<file path="src/chunked_bitmap_page_allocator_defines.svh">
// Assertion helpers for the page allocator.
`ifndef CHUNKED_BITMAP_PAGE_ALLOCATOR_DEFINES_SVH
`define CHUNKED_BITMAP_PAGE_ALLOCATOR_DEFINES_SVH

// Same-cycle implication, off while in reset.
`define CBPA_ASSERT_IMP(name, clk, rst_n, ante, cons) \
	name: assert property (@(posedge clk) disable iff (!rst_n) (ante) |-> (cons)) \
		else $error("cbpa: implication check failed");

// Next-cycle implication, off while in reset.
`define CBPA_ASSERT_NEXT(name, clk, rst_n, ante, cons) \
	name: assert property (@(posedge clk) disable iff (!rst_n) (ante) |=> (cons)) \
		else $error("cbpa: next-cycle check failed");

`endif

</file>
<file path="src/cbpa_pkg.sv">
package cbpa_pkg;

	localparam int PAGES_PER_CHUNK = 256;
	localparam int WORD_BITS       = 64;
	localparam int WORDS_PER_CHUNK = PAGES_PER_CHUNK / WORD_BITS;
	localparam int WORD_IDX_W      = 6;
	localparam int LWORD_W         = 2;
	localparam int LPAGE_W         = 8;
	localparam int CNT_W           = 9;
	localparam int PID_W           = 12;
	localparam int RSV_W           = 8;
	localparam int FREED_W         = 32;
	localparam int OUT_DATA_W      = 48;
	localparam int IN_DATA_W       = 16;

	localparam logic OP_ALLOC = 1'b0;
	localparam logic OP_FREE  = 1'b1;

	typedef enum logic [1:0] {
		STAT_OK       = 2'd0,
		STAT_NOFREE   = 2'd1,
		STAT_NOTALLOC = 2'd2,
		STAT_RSVD     = 2'd3
	} alloc_status_t;

	typedef enum logic [3:0] {
		CMD_NOP,
		CMD_CLEAR,
		CMD_LOAD,
		CMD_CHK_CNT,
		CMD_STEP,
		CMD_OPEN,
		CMD_SCAN_INIT,
		CMD_SCAN_CHK,
		CMD_FAIL,
		CMD_F_RD,
		CMD_F_CHK,
		CMD_PUSH
	} dp_cmd_t;

	typedef struct packed {
		logic clr_last;
		logic cnt_full;
		logic cnt_zero;
		logic srch_last;
		logic open_more;
		logic scan_hit;
		logic scan_last;
		logic out_free;
	} dp_stat_t;

endpackage

</file>
<file path="src/cbpa_ctrl.sv">
module cbpa_ctrl (
	input  logic               clk,
	input  logic               arst_n,
	input  logic               in_valid,
	input  logic               in_op,
	output logic               in_ready,
	input  cbpa_pkg::dp_stat_t stat,
	output cbpa_pkg::dp_cmd_t  cmd
);
	import cbpa_pkg::*;

	typedef enum logic [3:0] {
		ST_CLR, ST_IDLE, ST_RD, ST_CHK, ST_STEP, ST_OPEN, ST_SCI, ST_SCRD,
		ST_SCCHK, ST_FAIL, ST_FRD, ST_FCHK, ST_DONE
	} state_t;

	state_t state_q, state_nxt;

	always_comb begin
		state_nxt = state_q;
		cmd       = CMD_NOP;
		unique case (state_q)
			ST_CLR: begin
				cmd = CMD_CLEAR;
				if (stat.clr_last) state_nxt = ST_IDLE;
			end
			ST_IDLE: begin
				if (in_valid) begin
					cmd       = CMD_LOAD;
					state_nxt = (in_op == OP_FREE) ? ST_FRD : ST_RD;
				end
			end
			ST_RD: state_nxt = ST_CHK;
			ST_CHK: begin
				cmd = CMD_CHK_CNT;
				priority if (stat.cnt_full) state_nxt = stat.srch_last ? ST_FAIL : ST_STEP;
				else if (stat.cnt_zero) state_nxt = ST_OPEN;
				else state_nxt = ST_SCI;
			end
			ST_STEP: begin
				cmd       = CMD_STEP;
				state_nxt = ST_CHK;
			end
			ST_OPEN: begin
				if (stat.open_more) cmd = CMD_OPEN;
				else state_nxt = ST_SCI;
			end
			ST_SCI: begin
				cmd       = CMD_SCAN_INIT;
				state_nxt = ST_SCRD;
			end
			ST_SCRD: state_nxt = ST_SCCHK;
			ST_SCCHK: begin
				cmd = CMD_SCAN_CHK;
				priority if (stat.scan_hit) state_nxt = ST_DONE;
				else if (stat.scan_last) state_nxt = ST_FAIL;
				else state_nxt = ST_SCRD;
			end
			ST_FAIL: begin
				cmd       = CMD_FAIL;
				state_nxt = ST_DONE;
			end
			ST_FRD: begin
				cmd       = CMD_F_RD;
				state_nxt = ST_FCHK;
			end
			ST_FCHK: begin
				cmd       = CMD_F_CHK;
				state_nxt = ST_DONE;
			end
			ST_DONE: begin
				if (stat.out_free) begin
					cmd       = CMD_PUSH;
					state_nxt = ST_IDLE;
				end
			end
			default: state_nxt = ST_IDLE;
		endcase
	end

	assign in_ready = (state_q == ST_IDLE);

	always_ff @(posedge clk or negedge arst_n) begin
		if (!arst_n) begin
			state_q <= ST_CLR;
		end else begin
			state_q <= state_nxt;
		end
	end

endmodule

</file>
<file path="config.mk">
export PLATFORM = sky130hd
export DESIGN_NAME = cbpa_ctrl
export DESIGN_NICKNAME = d
export VERILOG_FILES = /design/src/chunked_bitmap_page_allocator_defines.svh /design/src/cbpa_pkg.sv /design/src/cbpa_ctrl.sv
export SDC_FILE = /design/constraint.sdc
export NUM_CORES = 1
export LEC_CHECK = 0
export ABC_AREA = 1
export CAP_MARGIN = 20
export CELL_PAD_IN_SITES_DETAIL_PLACEMENT = 1
export CELL_PAD_IN_SITES_GLOBAL_PLACEMENT = 1
export CORE_UTILIZATION = 40
export DETAILED_ROUTE_END_ITERATION = 12
export DONT_BUFFER_PORTS = 1
export GPL_TIMING_DRIVEN = 0
export PLACE_DENSITY_LB_ADDON = 0.1
export SKIP_LAST_GASP = 1
export SYNTH_ARGS = -nofsm -noshare
export SYNTH_HDL_FRONTEND = slang
export SYNTH_SLANG_ARGS = --single-unit
</file>
<file path="constraint.sdc">
create_clock -name clk -period 2.6 [get_ports clk]
set_clock_uncertainty 0.15 [all_clocks]
set_input_delay 0 -clock clk [delete_from_list [all_inputs] [get_ports clk]]
set_output_delay 0 -clock clk [all_outputs]
set_load 0.005 [all_outputs]
</file>
# Yosys cells after proc, flatten, opt, wreduce, memory -nomap -nowiden
# Index checks and enable logic that the tools add are counted.
[word_totals]
input_bits = 12
output_inout_bits = 5
reg_bits = 4
word_cells = 36
[op_classes]
n_reduce_logical = 4
eq_ne = 16
n_mux = 15
[op_table]
columns = ["op", "count"]
rows = [
  ["$pmux W4 S11", 2],
  ["$mux W4", 10],
  ["$eq A4 B4 Y1 const B", 5],
  ["$eq A4 B3 Y1 const B", 4],
  ["$eq A4 B2 Y1 const B", 2],
  ["$ne A2 B2 Y1 const B", 4],
  ["$eq A4 B1 Y1 const B", 1],
  ["$logic_not A4 Y1", 1],
  ["$mux W2", 2],
  ["$reduce_and A4 Y1", 1],
  ["$reduce_or A2 Y1", 2],
  ["$mux W3", 1],
]

# Longest topological paths before layout
# Gate-level depths: netlist of run 1.
[depth]
ltp_word = 3
depth_mapped = 9
ltp_nobuf = 9

# Worst setup path after synthesis of run 1
# OpenSTA, ideal clock, no wires.
[synth_timing]
path_kind = "register to register"
startpoint = "register state_q[0]"
endpoint = "register state_q[3]"
path_stages_with_launch = 8
synth_period_minus_slack_ps = 1274
path_buffers = 1
arrival_time_ps = 1006
setup_slack_ps = 1326
setup_time_ps = 118
required_time_ps = 2332
path_cell_list = "dfrtp_1 buf_6 nor2_4 nand2_1 o21ai_1 nor2_2 nand2_1 nand2_1"
[synth_between]
elab_chain_len = 3
word_cells_on_any_way = 21
cone_classes = "eq/ne: 16; mux: 1; reduce/logical: 4"
[synth_rtl]
columns = ["item", "line_no", "text"]
rows = [
  ["start, declared", "cbpa_ctrl.sv:17", "state_t state_q, state_nxt;"],
  ["start signal, assigned", "cbpa_ctrl.sv:87", "state_q <= state_nxt;"],
  ["$eq A4 B4 Y1 (tied with other cells)", "cbpa_ctrl.sv:22", "unique case (state_q)"],
  ["$reduce_or A2 Y1 (no line) / $ne A2 B2 Y1 (equally long branches)", "--", ""],
  ["$pmux W4 S11 / $reduce_and A4 Y1 (equally long branches)", "--", ""],
]
# Parallel ways exist; a longest one is shown, timed or not.
# A chain may end at the register's enable or synchronous reset.

# Final worst setup path of run 1
[layout_timing]
startpoint = "register state_q[0]"
endpoint = "register state_q[1]"
# The elaborated chain is that of the path after synthesis.

==> results of run 1 <==
[synthesized netlist by cell type]
| library cell | instances | area [um2] |
|---|---|---|
| o21ai_0 | 1 | 5.00 |
| nor2_1 | 11 | 41.3 |
| nor2_2 | 3 | 18.8 |
| inv_2 | 2 | 7.51 |
| nor2_4 | 2 | 22.5 |
| buf_6 | 1 | 11.3 |
| nand3_2 | 1 | 10.0 |
| nand3_1 | 10 | 50.1 |
| nor3_1 | 1 | 5.00 |
| o21ai_1 | 1 | 5.00 |
| o2111ai_1 | 2 | 17.5 |
| a21oi_1 | 2 | 10.0 |
| nand4_1 | 2 | 12.5 |
| nand2_2 | 5 | 31.3 |
| nand3b_2 | 1 | 11.3 |
| inv_1 | 15 | 56.3 |
| nand2_1 | 26 | 97.6 |
| dfrtp_1 | 4 | 100 |
| nand3b_1 | 1 | 7.51 |
[power groups by stage]
stage	combinational (W)	clock, W	sequential [W]
3_3_place_gp	0.000466	0	0.000126
2_1_floorplan	0.000377	0	0.000121
6_report	0.000629	0.0000893	0.000131
3_5_place_dp	0.000475	0	0.000128
4_1_cts	0.000561	0.0000856	0.000127
5_1_grt	0.000692	0.0000918	0.000135
[what timing repair did]
item,in CTS,in global routing
buffers inserted,0,2
gates resized for setup,0,3
endpoints found under the hold margin,8,0
hold buffers,12,0
endpoints found under the setup margin,0,1
[kinds of logic after synthesis]
group / count (synthesis)
simple gates: 63
buf+inv: 18
compound gates: 6
flops: 4
[layout make-up]
cell class              instances  area share
multi-input cells              69       0.497
flip-flops and latches          4       0.145
well taps                      14      0.0250
inverters                      17      0.0912
repair buffers                 14       0.193
clock buffers                   3      0.0322
plain buffers                   1      0.0161
[metrics by stage]
stage               power [W]  std cells
CTS                  0.000774        120
floorplan            0.000498         91
detailed placement   0.000603        105
finish               0.000850        122
global route         0.000919        122
global placement     0.000592        105
[path summary, 6_finish.rpt]
check / from / to / slack, ns / cells after the start
max in group asynchronous: arst_n / state_q[2] / 1.71 / 2
min in group asynchronous: arst_n / state_q[1] / 0.39 / 2
min: in_valid / cmd[1] / 0.004 / 2
max: state_q[0] / state_q[1] / 0.09 / 9
min reg2reg: state_q[2] / state_q[2] / 0.48 / 2
max reg2reg: state_q[0] / state_q[1] / 0.09 / 9
[placed cells by master, fill, tap and decap left out]
cell type	netlist	final
nor2_4	2	2
buf_6	1	1
o21ai_0	1	1
buf_4	0	2
nand3b_1	1	1
dfrtp_1	4	3
nand3_2	1	1
nand4_1	2	2
clkbuf_4	0	3
nor3_1	1	1
nand2_1	26	26
dfrtp_2	0	1
a21oi_1	2	2
inv_1	15	14
o2111ai_1	2	2
nand3_1	10	10
nor2_1	11	10
nor2_2	3	4
inv_2	2	3
nand3b_2	1	1
dlygate4sd3_1	0	12
nand2_2	5	5
o21ai_1	1	1
[routing by layer]
layer	vias to the layer above	routed length [um]
met3	8	90
met5	-	0
met2	25	888
li1	325	-
met4	0	85
met1	295	781
[critical path, delay by kind of cell (launching register included)]
kind	cells	cell delay [ns]
buffers and inverters	3	1.27
DFF	1	0.37
and+or+nand+nor	6	0.62
==> impl_metrics.csv, run 1 <==
group,metric,value,unit
yosys,avgSynthCellArea,5.72,um2
global_route,grt_pass1_wl,2860,um
die,io_pins,17,
place,port_buffers,0,
finish,regMostFlops,"state_q",
sta,finalHoldViolCount,0,
sta,tightest_slew,0.260,ns
die,die_h,38.1,um
finish,nFillCells,166,
power,sw_frac_of_total,0.531,
power,seq_power_share,0.154,
sta,setup-tns-final,0,ns
cts,htreeDepth,1,
cts,cts_tree,"yes",
finish,layout.area.seq,101,um2
power,irDropWorstVdd,466,uV
hold_path,worstHoldPathType,"input pin to output port",
global_route,antenna_found_initial,0,
global_route,use_met3,0.0814,
route,drc,0,
yosys,synth-seq-cells,4,
yosys,ys_warn_count,0,
yosys,syn_inst,91,
die,initial_utilization,0.450,
sta,rsz0062_at_grt,"false",
yosys,synth_compound_area_frac,0.0721,
yosys,synth-xor-area-share,0,
route,wl_per_cell,15.1,um
yosys,synth_fa_ha_area_frac,0,
place,post_dp_cell_area,538,um2
status,status,"completed",
yosys,synth-simple-area-share,0.591,
critical_path,critPathLaunchType,"flop",
finish,multiInputGateArea,348,um2
cts,clock_sinks,4,
place,pre_cts_ws,1.15,ns
place,hpwl,1180,um
critical_path,cp_slowest_cell,"dlygate4sd3_1",
route,ant_nets,0,
die,dieWidth,38.1,um
critical_path,cp.required,2.60,ns
sta,fin_ws,0.0918,ns
power,power_density,1210,nW/um2
die,die_area,1450,um2
global_route,grt-ovfl-total,0,
yosys,muxShareOfSynthArea,0,
yosys,ys_seq_area_frac,0.192,
cts,clk_pin_slew_worst_paths,0.05,ns
sta,maxSlewHeadroom,0.826,
route,vias,653,
yosys,synthesis.nets,103,
critical_path,cp_cell_sequence,"buf_6 > nor2_4 > nand2_1 > nor2_1 > nor2_2 > dlygate4sd3_1 > nand2_2 > dlygate4sd3_1 > nor2_1",
route,totalWireLength,1850,um
power,internal_power,0.000398,W
finish,post-route-util,0.605,
sta,max_freq,0.399,GHz
global_route,use_met1,0.317,
critical_path,crit_fanout,7,
finish,largest_reg_flops,4,
critical_path,critPathArrivalTime,2.51,ns
finish,final_layout_size_suffix_gt1_frac,0.213,
finish,top_regs,"state_q: 4 flops",
route,drt_first_pass_iters,4,
die,rows,12,
global_route,grt_max_degree,10,
cts,clockRootBuffer,"clkbuf_4",
cts,insertion_delay,0.26,ns
finish,antenna_cells,0,
sta,finalSetupViolations,0,
yosys,synth_cell_type_count,19,
flow_run,max_cap_violations,0,
power,clkPwrFrac,0.105,
yosys,synth_top_family_by_area,"simple AND/OR/NAND/NOR gates",
finish,nets,122,
die,coreArea,1160,um2
route,drt-initial-drc-count,11,
global_route,grt_pass1_vias,664,
route,via_per_inst,5.35,
global_route,track_usage,0.305,
finish,final_area,699,um2
critical_path,cp_slowest_stage_delay,0.58,ns
sta,finalHoldWorstSlack,0.00439,ns
power,combPwrFrac,0.741,
critical_path,path_class,"flop to flop",
yosys,synth_area,520,um2
finish,syn2layout_area_growth,34.4,%
power,p_sw,0.000451,W
place,place.gp.congestion,0.872,
critical_path,critPathCaptureType,"flop",
global_route,top_usage_layer,"met2",
power,p_leak,0.376,nW
sta,slew_viol_final,0,
global_route,grtUsageMet2,0.530,
sta,post-route-min-period,2.51,ns
cts,cts_buffer_depth,2,
cts,cts_buffers,3,
sta,fin_crit_sh,0.965,
(Power assumes the default switching activity.)
==> inputs of run 2 (changes only) <==
--- a/config.mk
+++ b/config.mk
@@ -9,11 +9,13 @@
 export CAP_MARGIN = 20
 export CELL_PAD_IN_SITES_DETAIL_PLACEMENT = 1
 export CELL_PAD_IN_SITES_GLOBAL_PLACEMENT = 1
+export CORE_MARGIN = 1.5
 export CORE_UTILIZATION = 40
+export CTS_BUF_LIST = sky130_fd_sc_hd__clkbuf_8
 export DETAILED_ROUTE_END_ITERATION = 12
 export DONT_BUFFER_PORTS = 1
 export GPL_TIMING_DRIVEN = 0
-export PLACE_DENSITY_LB_ADDON = 0.1
+export PLACE_DENSITY = 0.76
 export SKIP_LAST_GASP = 1
 export SYNTH_ARGS = -nofsm -noshare
 export SYNTH_HDL_FRONTEND = slang
==> run 2 against run 1 <==
Setup slack improved by 0.40 ns. Critical path depth fell by 2. Routed wire length increased by 1.4%. Final cell count fell by 5.7%. Clock power up 49%. Sequential power barely moved. Via count shrank 4.4%. Global-route usage is 0.39 points lower. Die area grew 5.3%. Non-clock buffer count decreased by 7. Sequential cell count unchanged. Design area decreased by 7.2%.
==> impl_metrics.csv, run 2 (synthesized netlist as in run 1, its figures left out) <==
group,metric,value,unit
finish,final_area,649,um2
cts,cts_buffers,3,
route,totalWireLength,1870,um
hold_path,worstHoldPathType,"input pin to flop",
place,post_dp_cell_area,538,um2
place,port_buffers,0,
global_route,use_met1,0.308,
sta,finalHoldViolCount,0,
critical_path,worstReg2RegEnd,"state_q[3]",
critical_path,r2r-start,"state_q[3]",
critical_path,critPathBufInv,1,
hold_path,min_from,"in_valid",
sta,max_freq,0.474,GHz
critical_path,cpMostUsedCell,"nand2_1",
cts,htreeDepth,1,
sta,maxSlewHeadroom,0.797,
critical_path,cp_top_family,"simple AND/OR/NAND/NOR gates",
critical_path,cp_slowest_stage_delay,0.59,ns
critical_path,crit_fanout,5,
global_route,grt_max_degree,10,
global_route,track_usage,0.301,
finish,syn2layout_area_growth,24.8,%
place,place.gp.congestion,0.729,
critical_path,cp_cell_sequence,"nor2_1 > nand2_1 > o21ai_1 > nor2_2 > nand2_1 > nand2_1 > dlygate4sd3_1",
cts,clock_sinks,4,
power,combPwrFrac,0.679,
die,dieWidth,39.1,um
finish,fin_cells,115,
finish,largest_reg_flops,4,
critical_path,critPathCaptureType,"flop",
route,drc,0,
sta,tightest_slew,0.303,ns
route,drt_first_pass_iters,4,
sta,post-route-min-period,2.11,ns
place,hpwl,1260,um
critical_path,cp.required,2.54,ns
power,sw_frac_of_total,0.529,
die,coreArea,1160,um2
die,rows,12,
global_route,grt_pass1_vias,672,
power,power_density,1260,nW/um2
status,status,"completed",
power,irDropWorstVdd,632,uV
finish,layout.area.seq,100,um2
sta,slew_viol_final,0,
critical_path,critPathArrivalTime,2.05,ns
sta,rsz0062_at_grt,"false",
sta,finalSetupViolations,0,
power,internal_power,0.000386,W
power,p_leak,0.359,nW
finish,nFillCells,163,
route,drt-initial-drc-count,7,
power,total_power,0.000820,W
die,die_area,1530,um2
critical_path,path_class,"flop to flop",
cts,clk_pin_slew_worst_paths,0.04,ns
critical_path,cp_slowest_cell,"dlygate4sd3_1",
global_route,grt-ovfl-total,0,
route,via_per_inst,5.43,
place,placedCellCount,105,
power,p_sw,0.000434,W
finish,regMostFlops,"state_q",
route,ant_nets,0,
sta,setup-tns-final,0,ns
global_route,antenna_found_initial,0,
cts,insertion_delay,0.22,ns
global_route,use_met3,0.0694,
route,vias,624,
finish,nets,115,
power,seq_power_share,0.158,
cts,clockRootBuffer,"clkbuf_8",
finish,top_regs,"state_q: 4 flops",
finish,final_cell_mix,"nand2_1 (26), inv_1 (15), nor2_1 (11)",
critical_path,ff2ff_path_depth,7,
global_route,top_usage_layer,"met2",
die,io_pins,17,
finish,post-route-util,0.562,
global_route,grt_pass1_wl,2900,um
finish,multiInputGateArea,345,um2
finish,final_layout_size_suffix_gt1_frac,0.178,
finish,final_common_cell,"nand2_1",
sta,fin_crit_sh,0.811,
route,wl_per_cell,16.3,um
cts,cts.repair.resized,0,
flow_run,max_cap_violations,0,
power,clkPwrFrac,0.163,
hold_path,min_to,"state_q[2]",
finish,antenna_cells,0,
critical_path,critPathLaunchType,"flop",
hold_path,hold_path_depth,6,
global_route,grtUsageMet2,0.550,
cts,cts_tree,"yes",
cts,cts_buffer_depth,2,
die,die_h,39.1,um
die,initial_utilization,0.450,
critical_path,r2r_slack,0.49,ns
run 2: power groups by stage:
| stage | Sequential [W] | Clock, W | Combinational, W |
|---|---|---|---|
| final | 0.000129 | 0.000133 | 0.000557 |
| after global routing | 0.000132 | 0.000139 | 0.000605 |
| after CTS | 0.000128 | 0.000134 | 0.000534 |
| after detailed placement | 0.000127 | 0 | 0.000478 |
| after global placement | 0.000126 | 0 | 0.000464 |
| after floorplan | 0.000121 | 0 | 0.000377 |
run 2: worst max path at each step:
stage | startpoint | endpoint | slack (ns) | cells past startpoint
after floorplan | state_q[0] | state_q[3] | 1.33 | 7
after global placement | state_q[3] | state_q[0] | 1.16 | 6
after detailed placement | state_q[3] | state_q[0] | 1.13 | 6
after CTS | state_q[3] | state_q[3] | 0.55 | 7
after global routing | state_q[3] | state_q[3] | 0.40 | 7
final | state_q[3] | state_q[3] | 0.49 | 7
run 2: worst register-to-register path, delay by kind of cell, from the launching register on:
| family | cells | cell delay [ns] |
|---|---|---|
| AND/OR/NAND/NOR | 5 | 0.61 |
| buffers and inverters | 1 | 0.59 |
| AO/OA/AOI/OAI | 1 | 0.18 |
| flip-flops | 1 | 0.44 |
run 2: final cells by class:
type / count / area share
Buffer: 1 / 0.0173
Multi-Input combinational cell: 69 / 0.532
Timing Repair Buffer: 7 / 0.108
Sequential cell: 4 / 0.154
Inverter: 17 / 0.0983
Clock buffer: 3 / 0.0636
Tap cell: 14 / 0.0270
run 2: per-stage QoR:
step	hold WS, ns	worst slack [ns]
6_report	0.00977	0.492
2_1_floorplan	-0.446	1.33
5_1_grt	0.0372	0.405
3_3_place_gp	-0.446	1.16
3_5_place_dp	-0.446	1.13
4_1_cts	0.000312	0.546
run 2: per-layer routing:
| metal | wire [um] | up-vias | share of wire |
|---|---|---|---|
| met3 | 64 | 6 | 0.034 |
| met1 | 775 | 286 | 0.41 |
| met5 | 0 | - | 0 |
| li1 | - | 310 | - |
| met4 | 59 | 0 | 0.032 |
| met2 | 972 | 22 | 0.52 |
run 2: timing repair:
| action | 4_1_cts | 5_1_grt |
|---|---|---|
| endpoints found under the hold margin | 9 | 0 |
| setup buffers | 0 | 0 |
| endpoints found under the setup margin | 0 | 0 |
| hold buffers | 7 | 0 |
==> inputs of run 3 (changes only) <==
==> constraint.sdc (replaced) <==
create_clock -name clk -period 2.1 [get_ports clk]
set_clock_uncertainty 0.15 [all_clocks]
set_input_delay 0 -clock clk [delete_from_list [all_inputs] [get_ports clk]]
set_output_delay 0 -clock clk [all_outputs]
set_load 0.005 [all_outputs]
==> run 3 against run 2 <==
Sequential power rose by 33%. Final cell count grew 0.87%. Design area rose by 6.6%. Fmax grew 4.0%. Clock-buffer cell count unchanged. Global-route usage unchanged. Critical endpoint is now state_q[1]. Largest cell class unchanged. Largest power group unchanged.
==> impl_metrics.csv, run 3 (synthesized netlist as in run 1, its figures left out) <==
group,metric,value,unit
sta,max_freq,0.494,GHz
finish,nets,116,
sta,finalSetupViolations,0,
sta,fin_crit_sh,0.965,
finish,post-route-util,0.598,
global_route,track_usage,0.301,
finish,antenna_cells,0,
route,ant_nets,0,
finish,top_regs,"state_q: 4 flops",
route,totalWireLength,1950,um
hold_path,worstHoldPathType,"input pin to flop",
cts,cts_tree,"yes",
global_route,top_usage_layer,"met2",
route,drt_first_pass_iters,5,
route,wl_per_cell,16.8,um
die,initial_utilization,0.450,
cts,cts_buffer_depth,2,
cts,clk_pin_slew_worst_paths,0.03,ns
finish,final_layout_size_suffix_gt1_frac,0.235,
finish,largest_reg_flops,4,
power,power_density,1600,nW/um2
finish,multiInputGateArea,367,um2
sta,finalHoldViolCount,0,
sta,maxSlewHeadroom,0.793,
critical_path,crit_fanout,8,
global_route,grt_max_degree,10,
finish,final_cell_mix,"nand2_1 (25), inv_1 (15), nand3_1 (10)",
global_route,grtUsageMet2,0.550,
status,status,"completed",
critical_path,r2r_slack,0.07,ns
die,dieWidth,39.1,um
cts,insertion_delay,0.22,ns
finish,nFillCells,160,
finish,final_common_cell,"nand2_1",
finish,syn2layout_area_growth,32.9,%
critical_path,worstReg2RegEnd,"state_q[1]",
global_route,grt-ovfl-total,0,
route,vias,641,
cts,clock_sinks,4,
place,port_buffers,0,
cts,cts_buffers,3,
die,rows,12,
finish,fin_cells,116,
hold_path,hold_path_depth,6,
sta,finalHoldWorstSlack,0.0103,ns
hold_path,min_to,"state_q[2]",
critical_path,ff2ff_path_depth,9,
place,hpwl,1260,um
place,place.gp.congestion,0.729,
place,placedCellCount,105,
route,drc,0,
finish,layout.area.seq,101,um2
critical_path,critPathCaptureType,"flop",
global_route,grt_pass1_wl,2900,um
critical_path,critPathLaunchType,"flop",
critical_path,critPathArrivalTime,1.96,ns
route,drt-initial-drc-count,8,
die,coreArea,1160,um2
power,irDropWorstVdd,821,uV
cts,htreeDepth,1,
hold_path,min_from,"in_valid",
cts,clockRootBuffer,"clkbuf_8",
critical_path,r2r-start,"state_q[0]",
sta,tightest_slew,0.310,ns
die,die_h,39.1,um
sta,post-route-min-period,2.03,ns
power,p_leak,0.371,nW
global_route,use_met1,0.308,
global_route,antenna_found_initial,0,
global_route,grt_pass1_vias,672,
route,via_per_inst,5.53,
global_route,use_met3,0.0694,
critical_path,cp.required,2.03,ns
die,io_pins,17,
critical_path,path_class,"flop to flop",
flow_run,max_cap_violations,0,
finish,regMostFlops,"state_q",
die,die_area,1530,um2
sta,slew_viol_final,0,
-- run 3: metal layers --
metal | vias to the layer above | share of wire
met3 | 4 | 0.027
met1 | 303 | 0.40
met4 | 0 | 0.021
met2 | 21 | 0.55
met5 | - | 0
li1 | 313 | -
-- run 3: worst max-delay path by stage --
stage,start,end,cells past startpoint
after floorplan,state_q[0],state_q[3],7
after global placement,state_q[3],state_q[0],6
after detailed placement,state_q[3],state_q[0],6
after CTS,state_q[3],state_q[3],7
after global routing,state_q[0],state_q[3],9
final,state_q[0],state_q[1],9
-- run 3: final cells by class --
type                            count  area share
Multi-Input combinational cell     69       0.530
Tap cell                           14      0.0253
Inverter                           17      0.0922
Buffer                              1      0.0163
Clock buffer                        3      0.0597
Sequential cell                     4       0.146
Timing Repair Buffer                8       0.130
-- run 3: stage by stage --
stage	worst slack (ns)	power, W	setup TNS (ns)	instance area [um2]
CTS	0.0456	0.000985	0	649
finish	0.0738	0.00111	0	692
floorplan	0.826	0.000616	0	520
global placement	0.661	0.000730	0	538
detailed placement	0.631	0.000749	0	538
global route	-0.000467	0.00118	-0.000467	692
-- run 3: critical path, cell delays in order, from the launching register on --
cell,delay (ns)
dfrtp_1,0.37
buf_6,0.15
nor2_4,0.15
buf_12,0.13
nand3b_2,0.10
nand2_2,0.10
inv_1,0.05
nand2_2,0.08
nor2_1,0.05
dlygate4sd3_1,0.56
-- run 3: what timing repair did --
action / 4_1_cts / 5_1_grt
resized for setup: 0 / 7
endpoints found under the setup margin: 0 / 2
setup buffers: 0 / 1
hold buffers: 7 / 0
hold endpoints to repair: 9 / 0
-- run 3: power breakdown --
group / total, W / switching (W) / internal [W] / leakage, nW
clock: 0.000161 / 0.0000392 / 0.000122 / 0.0216
sequential: 0.000171 / 0.0000546 / 0.000116 / 0.0491
combinational: 0.000777 / 0.000479 / 0.000298 / 0.300
